$ cat config.mk
export PLATFORM = sky130hd
export DESIGN_NAME = unit_id_range_merger
export DESIGN_NICKNAME = d
export VERILOG_FILES = /design/src/hdl/urm_pkg.sv /design/src/hdl/urm_ram.sv /design/src/hdl/urm_scan_unit.sv /design/src/hdl/unit_id_range_merger.sv
export SDC_FILE = /design/constraint.sdc
export NUM_CORES = 1
export LEC_CHECK = 0
export CORE_MARGIN = 8
export CORE_UTILIZATION = 45
export DETAILED_ROUTE_END_ITERATION = 8
export DONT_BUFFER_PORTS = 1
export GPL_ROUTABILITY_DRIVEN = 0
export PLACE_DENSITY = 0.66
export SLEW_MARGIN = 5
export SYNTH_ARGS = -nofsm -noshare
export SYNTH_HDL_FRONTEND = slang
export SYNTH_SLANG_ARGS = --single-unit
$ cat constraint.sdc
create_clock -name clock -period 6.94 [get_ports clock]
set_input_delay 0.347 -clock clock [delete_from_list [all_inputs] [get_ports clock]]
set_output_delay 0.347 -clock clock [all_outputs]
set_load 0.01 [all_outputs]
$ cat src/hdl/urm_pkg.sv
// ----------------------------------------------------------------------------
// urm_pkg
// types and constants shared by the unit id range merger modules
// ----------------------------------------------------------------------------
`default_nettype none

package urm_pkg;

   localparam int ID_W        = 8;
   localparam int LIM_W       = ID_W + 1;
   localparam int ENTRY_W     = 2 * ID_W;
   localparam int MAX_RESULTS = 32;
   localparam int OUT_CNT_W   = 5;

   typedef enum logic [2:0] {
      ST_IDLE,
      ST_FIND_SCAN,
      ST_FIND_DRAIN,
      ST_FIND_DONE,
      ST_EXT_SCAN,
      ST_EXT_DRAIN,
      ST_EXT_DONE,
      ST_EMIT
   } state_type;

   // sequencer to compare unit
   typedef struct packed {
      logic start_find;
      logic start_run;
      logic start_pass;
      logic data_valid;
      logic find_mode;
   } scan_ctl_type;

   // compare unit to sequencer
   typedef struct packed {
      logic             found;
      logic [ID_W-1:0]  best_b;
      logic [LIM_W-1:0] ce1;
      logic             changed;
   } scan_stat_type;

endpackage

`default_nettype wire

$ cat src/hdl/urm_ram.sv
// ----------------------------------------------------------------------------
// urm_ram
// generic single write port ram with one registered read port
// ----------------------------------------------------------------------------
`default_nettype none

module urm_ram #(
   parameter int WIDTH = 16,
   parameter int DEPTH = 32
) (
   input  wire logic                                   clock,
   input  wire logic                                   wr_en,
   input  wire logic [$clog2(DEPTH > 1 ? DEPTH : 2)-1:0] wr_addr,
   input  wire logic [WIDTH-1:0]                       wr_data,
   input  wire logic [$clog2(DEPTH > 1 ? DEPTH : 2)-1:0] rd_addr,
   output logic      [WIDTH-1:0]                       rd_data
);

   logic [WIDTH-1:0] mem_ff [DEPTH];

   always_ff @(posedge clock) begin
      if (wr_en) begin
         mem_ff[wr_addr] <= wr_data;
      end
      rd_data <= mem_ff[rd_addr];
   end

endmodule

`default_nettype wire

$ cat src/hdl/urm_scan_unit.sv
// ----------------------------------------------------------------------------
// urm_scan_unit
// shared compare unit: minimum search and run extension over stored ranges
// ----------------------------------------------------------------------------
`default_nettype none

module urm_scan_unit (
   input  wire logic                          clock,
   input  wire logic                          reset,
   input  wire urm_pkg::scan_ctl_type         ctl,
   input  wire logic [urm_pkg::LIM_W-1:0]     lim,
   input  wire logic [urm_pkg::ENTRY_W-1:0]   entry,
   output urm_pkg::scan_stat_type             stat
);

   logic [urm_pkg::ID_W-1:0]  best_b_ff, best_b_in;
   logic [urm_pkg::LIM_W-1:0] ce1_ff, ce1_in;
   logic                      found_ff, found_in;
   logic                      changed_ff, changed_in;
   logic [urm_pkg::LIM_W-1:0] ent_b;
   logic [urm_pkg::LIM_W-1:0] ent_e;

   assign ent_b = {1'b0, entry[urm_pkg::ID_W-1:0]};
   assign ent_e = {1'b0, entry[urm_pkg::ENTRY_W-1:urm_pkg::ID_W]};

   always_comb begin
      best_b_in  = best_b_ff;
      ce1_in     = ce1_ff;
      found_in   = found_ff;
      changed_in = changed_ff;
      if (ctl.start_find) begin
         found_in = 1'b0;
      end
      if (ctl.start_run) begin
         ce1_in = {1'b0, best_b_ff};
      end
      if (ctl.start_pass) begin
         changed_in = 1'b0;
      end
      if (ctl.data_valid) begin
         if (ctl.find_mode) begin
            // smallest begin at or above the search limit
            if (ent_b >= lim && (!found_ff || ent_b[urm_pkg::ID_W-1:0] < best_b_ff)) begin
               best_b_in = ent_b[urm_pkg::ID_W-1:0];
               found_in  = 1'b1;
            end
         end else begin
            // overlapping or adjacent range pushes the run end out
            if (ent_b <= ce1_ff && ent_e >= ce1_ff) begin
               ce1_in     = ent_e + urm_pkg::LIM_W'(1);
               changed_in = 1'b1;
            end
         end
      end
   end

   always_ff @(posedge clock) begin
      if (reset) begin
         found_ff   <= 1'b0;
         changed_ff <= 1'b0;
      end else begin
         found_ff   <= found_in;
         changed_ff <= changed_in;
      end
   end

   always_ff @(posedge clock) begin
      best_b_ff <= best_b_in;
      ce1_ff    <= ce1_in;
   end

   assign stat.found   = found_ff;
   assign stat.best_b  = best_b_ff;
   assign stat.ce1     = ce1_ff;
   assign stat.changed = changed_ff;

endmodule

`default_nettype wire

$ cat src/hdl/unit_id_range_merger.sv
// ----------------------------------------------------------------------------
// unit_id_range_merger
// collects unit id ranges and emits them merged into maximal ascending runs
// ----------------------------------------------------------------------------
// Each request transaction carries one 8-bit range; reversed bounds are
// swapped and the range is written to a store of MAX_RANGES entries (a full
// store drops the range and flags overflow for the whole set). After a
// non-last transaction the block stays idle and ready for the next. The
// transaction marked tlast starts the merge, during which req_tready is low:
// a sequencer drives one shared compare unit over the store, one entry read
// per cycle from the store ram. Each run needs one minimum-search pass plus
// extension passes until its end stops growing (at least two, as the first
// always pushes the end past the run's own range), and one further search
// pass ends the set; in the sending pass each run also goes through the
// emit state, where it waits out any response back-pressure.
// When MAX_RANGES exceeds 32 the runs are first counted in a full dry pass,
// so that overflow can be flagged on every response once more than 32 runs
// exist; only the first 32 are then sent. Responses leave through an output
// register, so the merge continues while a response waits to be taken.
// ----------------------------------------------------------------------------
`default_nettype none

module unit_id_range_merger #(
   parameter int MAX_RANGES = 32
) (
   input  wire logic        clock,
   input  wire logic        reset,
   // request stream
   input  wire logic        req_tvalid,
   output logic             req_tready,
   input  wire logic [15:0] req_tdata,   // range_begin [7:0], range_end [15:8]
   input  wire logic        req_tlast,   // set_last
   // response stream
   output logic             rsp_tvalid,
   input  wire logic        rsp_tready,
   output logic      [15:0] rsp_tdata,   // merged_begin [7:0], merged_end [15:8]
   output logic             rsp_tlast,   // run_last
   output logic      [0:0]  rsp_tuser    // overflow [0]
);

   localparam int AW = MAX_RANGES > 1 ? $clog2(MAX_RANGES) : 1;
   localparam int CW = $clog2(MAX_RANGES + 1);
   // a dry counting pass is only needed when runs can outnumber result slots
   localparam bit NEED_COUNT = MAX_RANGES > urm_pkg::MAX_RESULTS;

   localparam int IW = urm_pkg::ID_W;
   localparam int LW = urm_pkg::LIM_W;
   localparam int OW = urm_pkg::OUT_CNT_W;

   urm_pkg::state_type state_ff, state_in;

   logic [CW-1:0] count_ff, count_in;        // ranges held in the store
   logic          ovf_seen_ff, ovf_seen_in;  // a range of this set was dropped
   logic [AW-1:0] scan_ff, scan_in;          // read address of the current pass
   logic          rd_vld_ff;                 // read data valid this cycle
   logic          rd_find_ff;                // read belongs to a search pass
   logic [LW-1:0] lim_ff, lim_in;            // next run starts at or above this
   logic          emit_mode_ff, emit_mode_in;
   logic [CW-1:0] run_cnt_ff, run_cnt_in;    // runs found in the counting pass
   logic [OW-1:0] out_cnt_ff, out_cnt_in;    // responses sent in this set
   logic          pend_vld_ff, pend_vld_in;  // a finished run waits to go out
   logic          emit_last_ff, emit_last_in;
   logic          trunc_ff, trunc_in;        // more runs than result slots
   logic [IW-1:0] pend_b_ff, pend_b_in;
   logic [IW-1:0] pend_e_ff, pend_e_in;

   // output register
   logic          rsp_vld_ff, rsp_vld_in;
   logic [15:0]   rsp_data_ff, rsp_data_in;
   logic          rsp_last_ff, rsp_last_in;
   logic          rsp_ovf_ff, rsp_ovf_in;

   // store write side
   logic          wr_en;
   logic [IW-1:0] norm_b;
   logic [IW-1:0] norm_e;
   logic [urm_pkg::ENTRY_W-1:0] rd_data;

   logic          scan_last;

   urm_pkg::scan_ctl_type  ctl;
   urm_pkg::scan_stat_type stat;

   // swap reversed bounds
   always_comb begin
      if (req_tdata[7:0] > req_tdata[15:8]) begin
         norm_b = req_tdata[15:8];
         norm_e = req_tdata[7:0];
      end else begin
         norm_b = req_tdata[7:0];
         norm_e = req_tdata[15:8];
      end
   end

   assign scan_last = (CW'(scan_ff) + CW'(1)) == count_ff;

   urm_ram #(
      .WIDTH (urm_pkg::ENTRY_W),
      .DEPTH (MAX_RANGES)
   ) u_store (
      .clock   (clock),
      .wr_en   (wr_en),
      .wr_addr (count_ff[AW-1:0]),
      .wr_data ({norm_e, norm_b}),
      .rd_addr (scan_ff),
      .rd_data (rd_data)
   );

   urm_scan_unit u_scan (
      .clock (clock),
      .reset (reset),
      .ctl   (ctl),
      .lim   (lim_ff),
      .entry (rd_data),
      .stat  (stat)
   );

   // sequencer
   always_comb begin
      state_in     = state_ff;
      count_in     = count_ff;
      ovf_seen_in  = ovf_seen_ff;
      scan_in      = scan_ff;
      lim_in       = lim_ff;
      emit_mode_in = emit_mode_ff;
      run_cnt_in   = run_cnt_ff;
      out_cnt_in   = out_cnt_ff;
      pend_vld_in  = pend_vld_ff;
      emit_last_in = emit_last_ff;
      trunc_in     = trunc_ff;
      pend_b_in    = pend_b_ff;
      pend_e_in    = pend_e_ff;
      rsp_vld_in   = rsp_vld_ff;
      rsp_data_in  = rsp_data_ff;
      rsp_last_in  = rsp_last_ff;
      rsp_ovf_in   = rsp_ovf_ff;
      wr_en        = 1'b0;
      req_tready   = 1'b0;
      ctl          = '0;
      ctl.data_valid = rd_vld_ff;
      ctl.find_mode  = rd_find_ff;

      // response taken frees the output register
      if (rsp_vld_ff && rsp_tready) begin
         rsp_vld_in = 1'b0;
      end

      case (state_ff)
         urm_pkg::ST_IDLE: begin
            req_tready = 1'b1;
            if (req_tvalid) begin
               if (count_ff < CW'(MAX_RANGES)) begin
                  wr_en    = 1'b1;
                  count_in = count_ff + CW'(1);
               end else begin
                  ovf_seen_in = 1'b1;
               end
               if (req_tlast) begin
                  state_in       = urm_pkg::ST_FIND_SCAN;
                  scan_in        = '0;
                  lim_in         = '0;
                  emit_mode_in   = !NEED_COUNT;
                  run_cnt_in     = '0;
                  out_cnt_in     = '0;
                  pend_vld_in    = 1'b0;
                  trunc_in       = 1'b0;
                  ctl.start_find = 1'b1;
               end
            end
         end
         urm_pkg::ST_FIND_SCAN: begin
            if (scan_last) begin
               state_in = urm_pkg::ST_FIND_DRAIN;
            end else begin
               scan_in = scan_ff + AW'(1);
            end
         end
         urm_pkg::ST_FIND_DRAIN: begin
            state_in = urm_pkg::ST_FIND_DONE;
         end
         urm_pkg::ST_FIND_DONE: begin
            if (stat.found) begin
               if (emit_mode_ff && pend_vld_ff) begin
                  // another run follows, so the waiting one is not the last
                  emit_last_in = 1'b0;
                  state_in     = urm_pkg::ST_EMIT;
               end else begin
                  ctl.start_run  = 1'b1;
                  ctl.start_pass = 1'b1;
                  scan_in        = '0;
                  state_in       = urm_pkg::ST_EXT_SCAN;
               end
            end else if (emit_mode_ff) begin
               emit_last_in = 1'b1;
               state_in     = urm_pkg::ST_EMIT;
            end else begin
               // counting done, start again and send
               emit_mode_in   = 1'b1;
               trunc_in       = int'(run_cnt_ff) > urm_pkg::MAX_RESULTS;
               lim_in         = '0;
               ctl.start_find = 1'b1;
               scan_in        = '0;
               state_in       = urm_pkg::ST_FIND_SCAN;
            end
         end
         urm_pkg::ST_EXT_SCAN: begin
            if (scan_last) begin
               state_in = urm_pkg::ST_EXT_DRAIN;
            end else begin
               scan_in = scan_ff + AW'(1);
            end
         end
         urm_pkg::ST_EXT_DRAIN: begin
            state_in = urm_pkg::ST_EXT_DONE;
         end
         urm_pkg::ST_EXT_DONE: begin
            if (stat.changed) begin
               ctl.start_pass = 1'b1;
               scan_in        = '0;
               state_in       = urm_pkg::ST_EXT_SCAN;
            end else if (!emit_mode_ff) begin
               run_cnt_in     = run_cnt_ff + CW'(1);
               lim_in         = stat.ce1;
               ctl.start_find = 1'b1;
               scan_in        = '0;
               state_in       = urm_pkg::ST_FIND_SCAN;
            end else begin
               pend_vld_in = 1'b1;
               pend_b_in   = stat.best_b;
               pend_e_in   = IW'(stat.ce1 - LW'(1));
               if (out_cnt_ff == OW'(urm_pkg::MAX_RESULTS - 1)) begin
                  // last free result slot
                  emit_last_in = 1'b1;
                  state_in     = urm_pkg::ST_EMIT;
               end else begin
                  lim_in         = stat.ce1;
                  ctl.start_find = 1'b1;
                  scan_in        = '0;
                  state_in       = urm_pkg::ST_FIND_SCAN;
               end
            end
         end
         urm_pkg::ST_EMIT: begin
            if (!rsp_vld_ff || rsp_tready) begin
               rsp_vld_in  = 1'b1;
               rsp_data_in = {pend_e_ff, pend_b_ff};
               rsp_last_in = emit_last_ff;
               rsp_ovf_in  = ovf_seen_ff | trunc_ff;
               out_cnt_in  = out_cnt_ff + OW'(1);
               if (emit_last_ff) begin
                  count_in    = '0;
                  ovf_seen_in = 1'b0;
                  state_in    = urm_pkg::ST_IDLE;
               end else begin
                  ctl.start_run  = 1'b1;
                  ctl.start_pass = 1'b1;
                  scan_in        = '0;
                  state_in       = urm_pkg::ST_EXT_SCAN;
               end
            end
         end
         default: begin
            state_in = urm_pkg::ST_IDLE;
         end
      endcase
   end

   always_ff @(posedge clock) begin
      if (reset) begin
         state_ff     <= urm_pkg::ST_IDLE;
         count_ff     <= '0;
         ovf_seen_ff  <= 1'b0;
         scan_ff      <= '0;
         rd_vld_ff    <= 1'b0;
         rd_find_ff   <= 1'b0;
         lim_ff       <= '0;
         emit_mode_ff <= 1'b0;
         run_cnt_ff   <= '0;
         out_cnt_ff   <= '0;
         pend_vld_ff  <= 1'b0;
         emit_last_ff <= 1'b0;
         trunc_ff     <= 1'b0;
         rsp_vld_ff   <= 1'b0;
      end else begin
         state_ff     <= state_in;
         count_ff     <= count_in;
         ovf_seen_ff  <= ovf_seen_in;
         scan_ff      <= scan_in;
         rd_vld_ff    <= (state_ff == urm_pkg::ST_FIND_SCAN) ||
                         (state_ff == urm_pkg::ST_EXT_SCAN);
         rd_find_ff   <= state_ff == urm_pkg::ST_FIND_SCAN;
         lim_ff       <= lim_in;
         emit_mode_ff <= emit_mode_in;
         run_cnt_ff   <= run_cnt_in;
         out_cnt_ff   <= out_cnt_in;
         pend_vld_ff  <= pend_vld_in;
         emit_last_ff <= emit_last_in;
         trunc_ff     <= trunc_in;
         rsp_vld_ff   <= rsp_vld_in;
      end
   end

   // payload, no reset
   always_ff @(posedge clock) begin
      pend_b_ff   <= pend_b_in;
      pend_e_ff   <= pend_e_in;
      rsp_data_ff <= rsp_data_in;
      rsp_last_ff <= rsp_last_in;
      rsp_ovf_ff  <= rsp_ovf_in;
   end

   assign rsp_tvalid   = rsp_vld_ff;
   assign rsp_tdata    = rsp_data_ff;
   assign rsp_tlast    = rsp_last_ff;
   assign rsp_tuser[0] = rsp_ovf_ff;

endmodule

`default_nettype wire

==> run metrics, run 1 <==
status finished clean; Antenna Nets Post-Route 0; Worst Path Required 7430 ps; Yosys top cell area share 0.665; Max transition margin 0.355; Starting Density 0.454; FP Rows 86; I/O Pins 41; Final Skew 34.3 ps; Hold WS 46.8 ps; Synth Area in Adders 0.0250; Worst Path Arrival 3920 ps; critical path launch point scan_ff[0]; Hold Crit Start req_tvalid; unrepaired setup endpoints after global routing no; YS warnings 0; synth top area cells edfxtp_1, mux4_2, dfxtp_1; DRT iter0 DRCs 1081; Clock Path Buffers 3; Routed WL 54400 um; fin. max-slew vios 0; Core Footprint 0.0551 sq mm; routed vias 12.3k; first-pass GRT wire length 81400 um; PortBufs 0; Mean Syn Cell Area 19.1 sq um; WL/cell 25.2 um; fill cell count 4446; flops & latches, synth 623; dpl ws 3420 ps; setup TNS 0 ps; synth-to-layout area growth 12.4%; Sink Count 623; htree depth 2; ys async rst share 0; layout cell share with drive strength beyond 1 0.263; worst skew pair latency 640 ps; die height 252 um; compound-cell area share of the yosys netlist 0.0245; mux share of post-synthesis cell area 0.163; Post-Synth Simple-Gate Area 0.0403; Worst Path Class, Setup flip-flop to flip-flop; initial antenna violation count 0; Pre-antenna DRT Iters 7; PwrDens 334 mW/mm^2; Tmin final 3430 ps; DR vias/cell 5.69; Root Buffer clkbuf_16; CTS Buf Count 59; Yosys top cell by area edfxtp_1; R2R Path Start scan_ff[0]; Yosys cell types 60; setup ws final 3510 ps; Setup crit start kind flip-flop; R2R setup slack 3510 ps; Worst-path clk slew 60 ps; main combinational cell family by area after synthesis multiplexers; Die X 252 um; hpwl dp 31200 um; vias in the first global route 12.8k; GR Overflow Total 0; die area 0.0634 sq mm; register area share after synthesis 0.720; n_diodes 0; Core Util, Final 0.511; XOR/XNOR share of the synthesized area 0.00980; Hold Vio Cnt, Final 0; Sequential Area 0.0180 sq mm; Slew @ Worst Pin 967 ps; LEAKAGE 9.04 nW; mapped cell area 0.0250 sq mm; DRC 0; largest fanout on the critical path 46; # setup viols final 0; largest net degree at the start of global routing 53; GRT Total Usage 0.172; Max VDD drop 208 uV; min-delay worst type primary input to flip-flop; crit path capture type flip-flop; nets 1432; Multi-input gate area 0.00665 sq mm; top_reg_cell synth edfxtp_1; Post-synth EDFFs 554; Post-Syn Instances 1311; Mapped Nets 1382; Tcrit/Tclk final 0.494; Max-cap violations 0; CTS tree built; Max Clk Rate 291 MHz
cell families (layout without fill, tap and decap cells):
| family | Yosys count | after routing |
|---|---|---|
| buffers and inverters | 102 | 203 |
| muxes | 202 | 202 |
| xor gates and xnor gates | 28 | 28 |
| adders and majority gates | 50 | 50 |
| AOI/OAI and AO/OA | 94 | 94 |
| and+or+nand+nor | 212 | 212 |
| DFF | 623 | 623 |
cells in the final DEF (no fill, tap or decap), types with 8 or more instances in the layout:
| cell type | instances |
|---|---|
| edfxtp_1 | 554 |
| buf_4 | 42 |
| clkbuf_16 | 61 |
| inv_1 | 44 |
| mux4_2 | 160 |
| xnor2_1 | 14 |
| clkinv_1 | 12 |
| nand3_1 | 27 |
| ha_1 | 50 |
| nand2b_1 | 9 |
| mux2_2 | 35 |
| a21o_1 | 12 |
| nand2_1 | 50 |
| nor2_2 | 32 |
| xor2_1 | 14 |
| dfxtp_1 | 66 |
| clkbuf_1 | 13 |
| nor2_1 | 45 |
| nand4_1 | 8 |
| clkinv_2 | 8 |
| o21ai_0 | 12 |
| a21oi_1 | 33 |
metal layers:
| metal | part of all wire | wire length, um | global-route usage | vias to the layer above |
|---|---|---|---|---|
| met4 | 0.021 | 1140 | 0.0474 | 0 |
| met2 | 0.49 | 26700 | 0.287 | 392 |
| met1 | 0.42 | 22900 | 0.229 | 6455 |
| met3 | 0.068 | 3690 | 0.0339 | 76 |
| met5 | 0 | 0 | 0 | - |
| li1 | - | - | - | 5370 |
through the flow:
step	area [sq um]	power (mW)	instances
after floorplan	25000	5.77	1311
after global placement	26100	6.18	2046
after detailed placement	26100	6.22	2046
after CTS	28100	9.49	2160
after global routing	28100	9.76	2160
final	28100	9.39	2160
area by class of cell:
class,instances,share of cell area
clock buffers,77,0.0575
clock inverters,35,0.0134
multi-input cells,586,0.236
well taps,748,0.0333
repair buffers,45,0.0126
flip-flops and latches,623,0.641
inverters,46,0.00614
worst paths after layout:
path	end	cells after the start
worst min-delay path	emit_mode_ff	4
worst max-delay path	scan_ff[0]	8
worst max register to register	scan_ff[0]	8
worst min register to register	rsp_tdata[7]	0
flip-flops by register name (all words and copies together), names as in the netlist, 5 cells and up:
name and flops:
u_store.rd_data 16, pend_b_ff 8, u_scan.best_b_ff 8, rsp_tdata 16, lim_ff 9, u_store.mem_ff 512, u_scan.ce1_ff 9, scan_ff 5
out_cnt_ff 5, run_cnt_ff 6, count_ff 6, pend_e_ff 8
worst max-delay path: stages (launching register included):
cell and delay [ps]:
dfxtp_4 980, buf_4 700, ha_1 320, nand3_1 130
nor3_1 190, a31oi_1 70, nor3_2 460, nor2_1 150
mux2_2 290
cell usage after synthesis, types with 8 or more instances:
cell type    n
a21oi_1     33
clkbuf_1    25
buf_1       13
a21o_1      12
nand3_1     27
dfxtp_1     69
ha_1        50
nor2_1      77
edfxtp_1   554
xor2_1      14
nand4_1      8
mux4_2     160
nand2b_1     9
nand2_1     50
buf_2        8
mux2_2      35
o21ai_0     12
xnor2_1     14
inv_1       44
power breakdown:
part           internal (mW)  switching (mW)  leakage (nW)  total, mW
clock network           1.88            1.40         0.961       3.28
registers               4.29           0.252          5.56       4.54
logic                  0.814           0.758          2.51       1.57
total                   6.98            2.41          9.04       9.39
repair_timing:
action	in CTS	in global routing
hold buffers	2	0
resized for setup	0	0
hold endpoints to repair	20	0
buffers inserted	0	0
endpoints found under the setup margin	0	0
(Power assumes the default switching activity.)
==> inputs of run 2 (changes only) <==
PLACE_DENSITY = 0.68   (was 0.66)
clock period = 2.8 ns   (was 6.94 ns; I/O delays follow)
==> run metrics, run 2 (same netlist as run 1, synthesis figures left out) <==
R2R setup slack 210 ps (-3300 ps); hpwl dp 34000 um (+8.8%); Worst-path clk slew 60 ps (about the same); Sink Count 623 (unchanged); Sequential Area 0.0180 sq mm (unchanged); min-delay worst type primary input to flip-flop; WL/cell 25.2 um (about the same); Die X 252 um (unchanged); FP Rows 86 (unchanged); Net Sw Power 6.11 mW (+150%); status finished clean; largest net degree at the start of global routing 60 (+13%); Tcrit/Tclk final 0.924 (+0.429); setup TNS 0 ps (unchanged); GRT Total Usage 0.175 (+0.00334); Placed Area 0.0266 sq mm (+2.0%); Root Buffer clkbuf_16; DRC 0 (unchanged); routed vias 12.6k (+2.1%); most frequent cells in the layout edfxtp_1, mux4_2, clkbuf_16; DR vias/cell 5.69 (about the same); max FFs per register 512 (unchanged); Max-cap violations 0 (unchanged); setup ws final 213 ps (-3300 ps); Routed WL 55600 um (+2.1%); total power 24.2 mW (+160%); Tmin final 2590 ps (-844 ps); worst skew pair latency 600 ps (-40 ps); n_diodes 0 (unchanged); Reg2Reg Depth 4 (-4); switching share of total power 0.252 (-0.00473); most common cell after layout, fill and taps aside edfxtp_1; Setup crit start kind flip-flop; hold-critical path depth 4 (unchanged); Antenna Nets Post-Route 0 (unchanged); DRT iter0 DRCs 1208 (+12%); # setup viols final 0 (unchanged); initial antenna violation count 2 (+2); crit-path max cell delay 640 ps (-340 ps); Starting Density 0.454 (unchanged); Crit. path cell count 4 (-4); Final Skew 27.4 ps (-6.86 ps); CTS tree built; fill cell count 4343 (-2.3%); Max VDD drop 494 uV (+140%); nets 1477 (+3.1%); Pre-antenna DRT Iters 5 (-2); Worst Path Arrival 3040 ps (-880 ps); Hold Path End run_cnt_ff[0]; htree depth 3 (+1); fin. max-slew vios 0 (unchanged); unrepaired setup endpoints after global routing no; Hold Crit Start req_tvalid; CTS Buf Count 66 (+12%); R2R Path Start scan_ff[0]; synth-to-layout area growth 15.4%; Max transition margin 0.386 (+0.0305); most used cell along the critical path mux4_2; Clock Path Buffers 3 (unchanged); crit path capture type flip-flop; largest fanout on the critical path 19 (-59%); combinational power share 0.177 (+0.010); die area 0.0634 sq mm (unchanged); I/O Pins 41 (unchanged); Hold Vio Cnt, Final 0 (unchanged); crit-path cells buf_4 -> mux4_2 -> mux4_2 -> mux2_2; vias in the first global route 13.0k (+1.4%); Reg with most FFs u_store.mem_ff; Worst Path Class, Setup flip-flop to flip-flop; PortBufs 0 (unchanged); FF-to-FF End u_store.rd_data[0]; Reg power frac 0.458 (-0.026); Worst Path Required 3250 ps (-4180 ps); layout cell share with drive strength beyond 1 0.287 (+0.0239); PwrDens 839 mW/mm^2 (+150%); Crit path max-delay family multiplexers; Clock Power Share 0.365 (+0.016); Pint 18.1 mW (+160%); Finished Cell Area 0.0289 sq mm (+2.7%); Multi-input gate area 0.00666 sq mm (+0.13%); WP buf/inv 1 (unchanged); dpl ws 195 ps (-3220 ps); Slew @ Worst Pin 918 ps (-48.8 ps); Hold WS 46.1 ps (-0.686 ps); GR Overflow Total 0 (unchanged); die height 252 um (unchanged); LEAKAGE 9.41 nW (+4.1%); CP max stage cell dfxtp_4; first-pass GRT wire length 82900 um (+1.9%); Core Footprint 0.0551 sq mm (unchanged); setup bufs post-CTS 0 (unchanged); Max Clk Rate 387 MHz (+33%)
## run 2: layer usage
metal | global-route usage | vias up | share of wire
met4 | 0.0532 | 0 | 0.026
met5 | 0 | - | 0
met1 | 0.229 | 6560 | 0.41
li1 | - | 5462 | -
met2 | 0.290 | 444 | 0.49
met3 | 0.0417 | 91 | 0.069
## run 2: how the worst max path moves through the flow
stage / start / slack (ps) / end
floorplan: state_ff[0] / 250 / u_store.mem_ff[30][0]
global placement: scan_ff[0] / 200 / u_store.rd_data[0]
detailed placement: scan_ff[0] / 200 / u_store.rd_data[0]
CTS: scan_ff[0] / 180 / u_store.rd_data[0]
global route: u_scan.ce1_ff[4] / 60 / u_scan.ce1_ff[2]
finish: scan_ff[0] / 210 / u_store.rd_data[0]
## run 2: power groups by stage
stage,registers (mW),logic (mW),clock network [mW]
global placement,11.3,4.24,0
global route,11.2,4.66,9.32
floorplan,11.0,3.32,0
CTS,11.1,4.35,8.98
finish,11.1,4.30,8.83
detailed placement,11.3,4.31,0
## run 2: tightest hold or removal path: cells and delay by family
| kind | cells | cell delay [ps] |
|---|---|---|
| and+or+nand+nor | 2 | 200 |
| AOI/OAI and AO/OA | 1 | 160 |
| xor gates and xnor gates | 1 | 80 |
## run 2: cell type report
class | instances | share of cell area
multi-input combinational | 586 | 0.230
sequential | 623 | 0.624
inverter | 46 | 0.00598
timing repair buffer | 83 | 0.0306
clock inverter | 31 | 0.0131
tap | 748 | 0.0324
clock buffer | 89 | 0.0634
## run 2: stage by stage
step / cells / util
after global placement: 2082 / 0.483
after floorplan: 1311 / -
after detailed placement: 2082 / 0.483
after CTS: 2206 / 0.524
after global routing: 2206 / 0.524
final: 2206 / 0.524
## run 2: repair_timing
item / in CTS / in global routing
endpoints found under the hold margin: 26 / 0
hold buffers: 4 / 0
gates resized for setup: 0 / 0
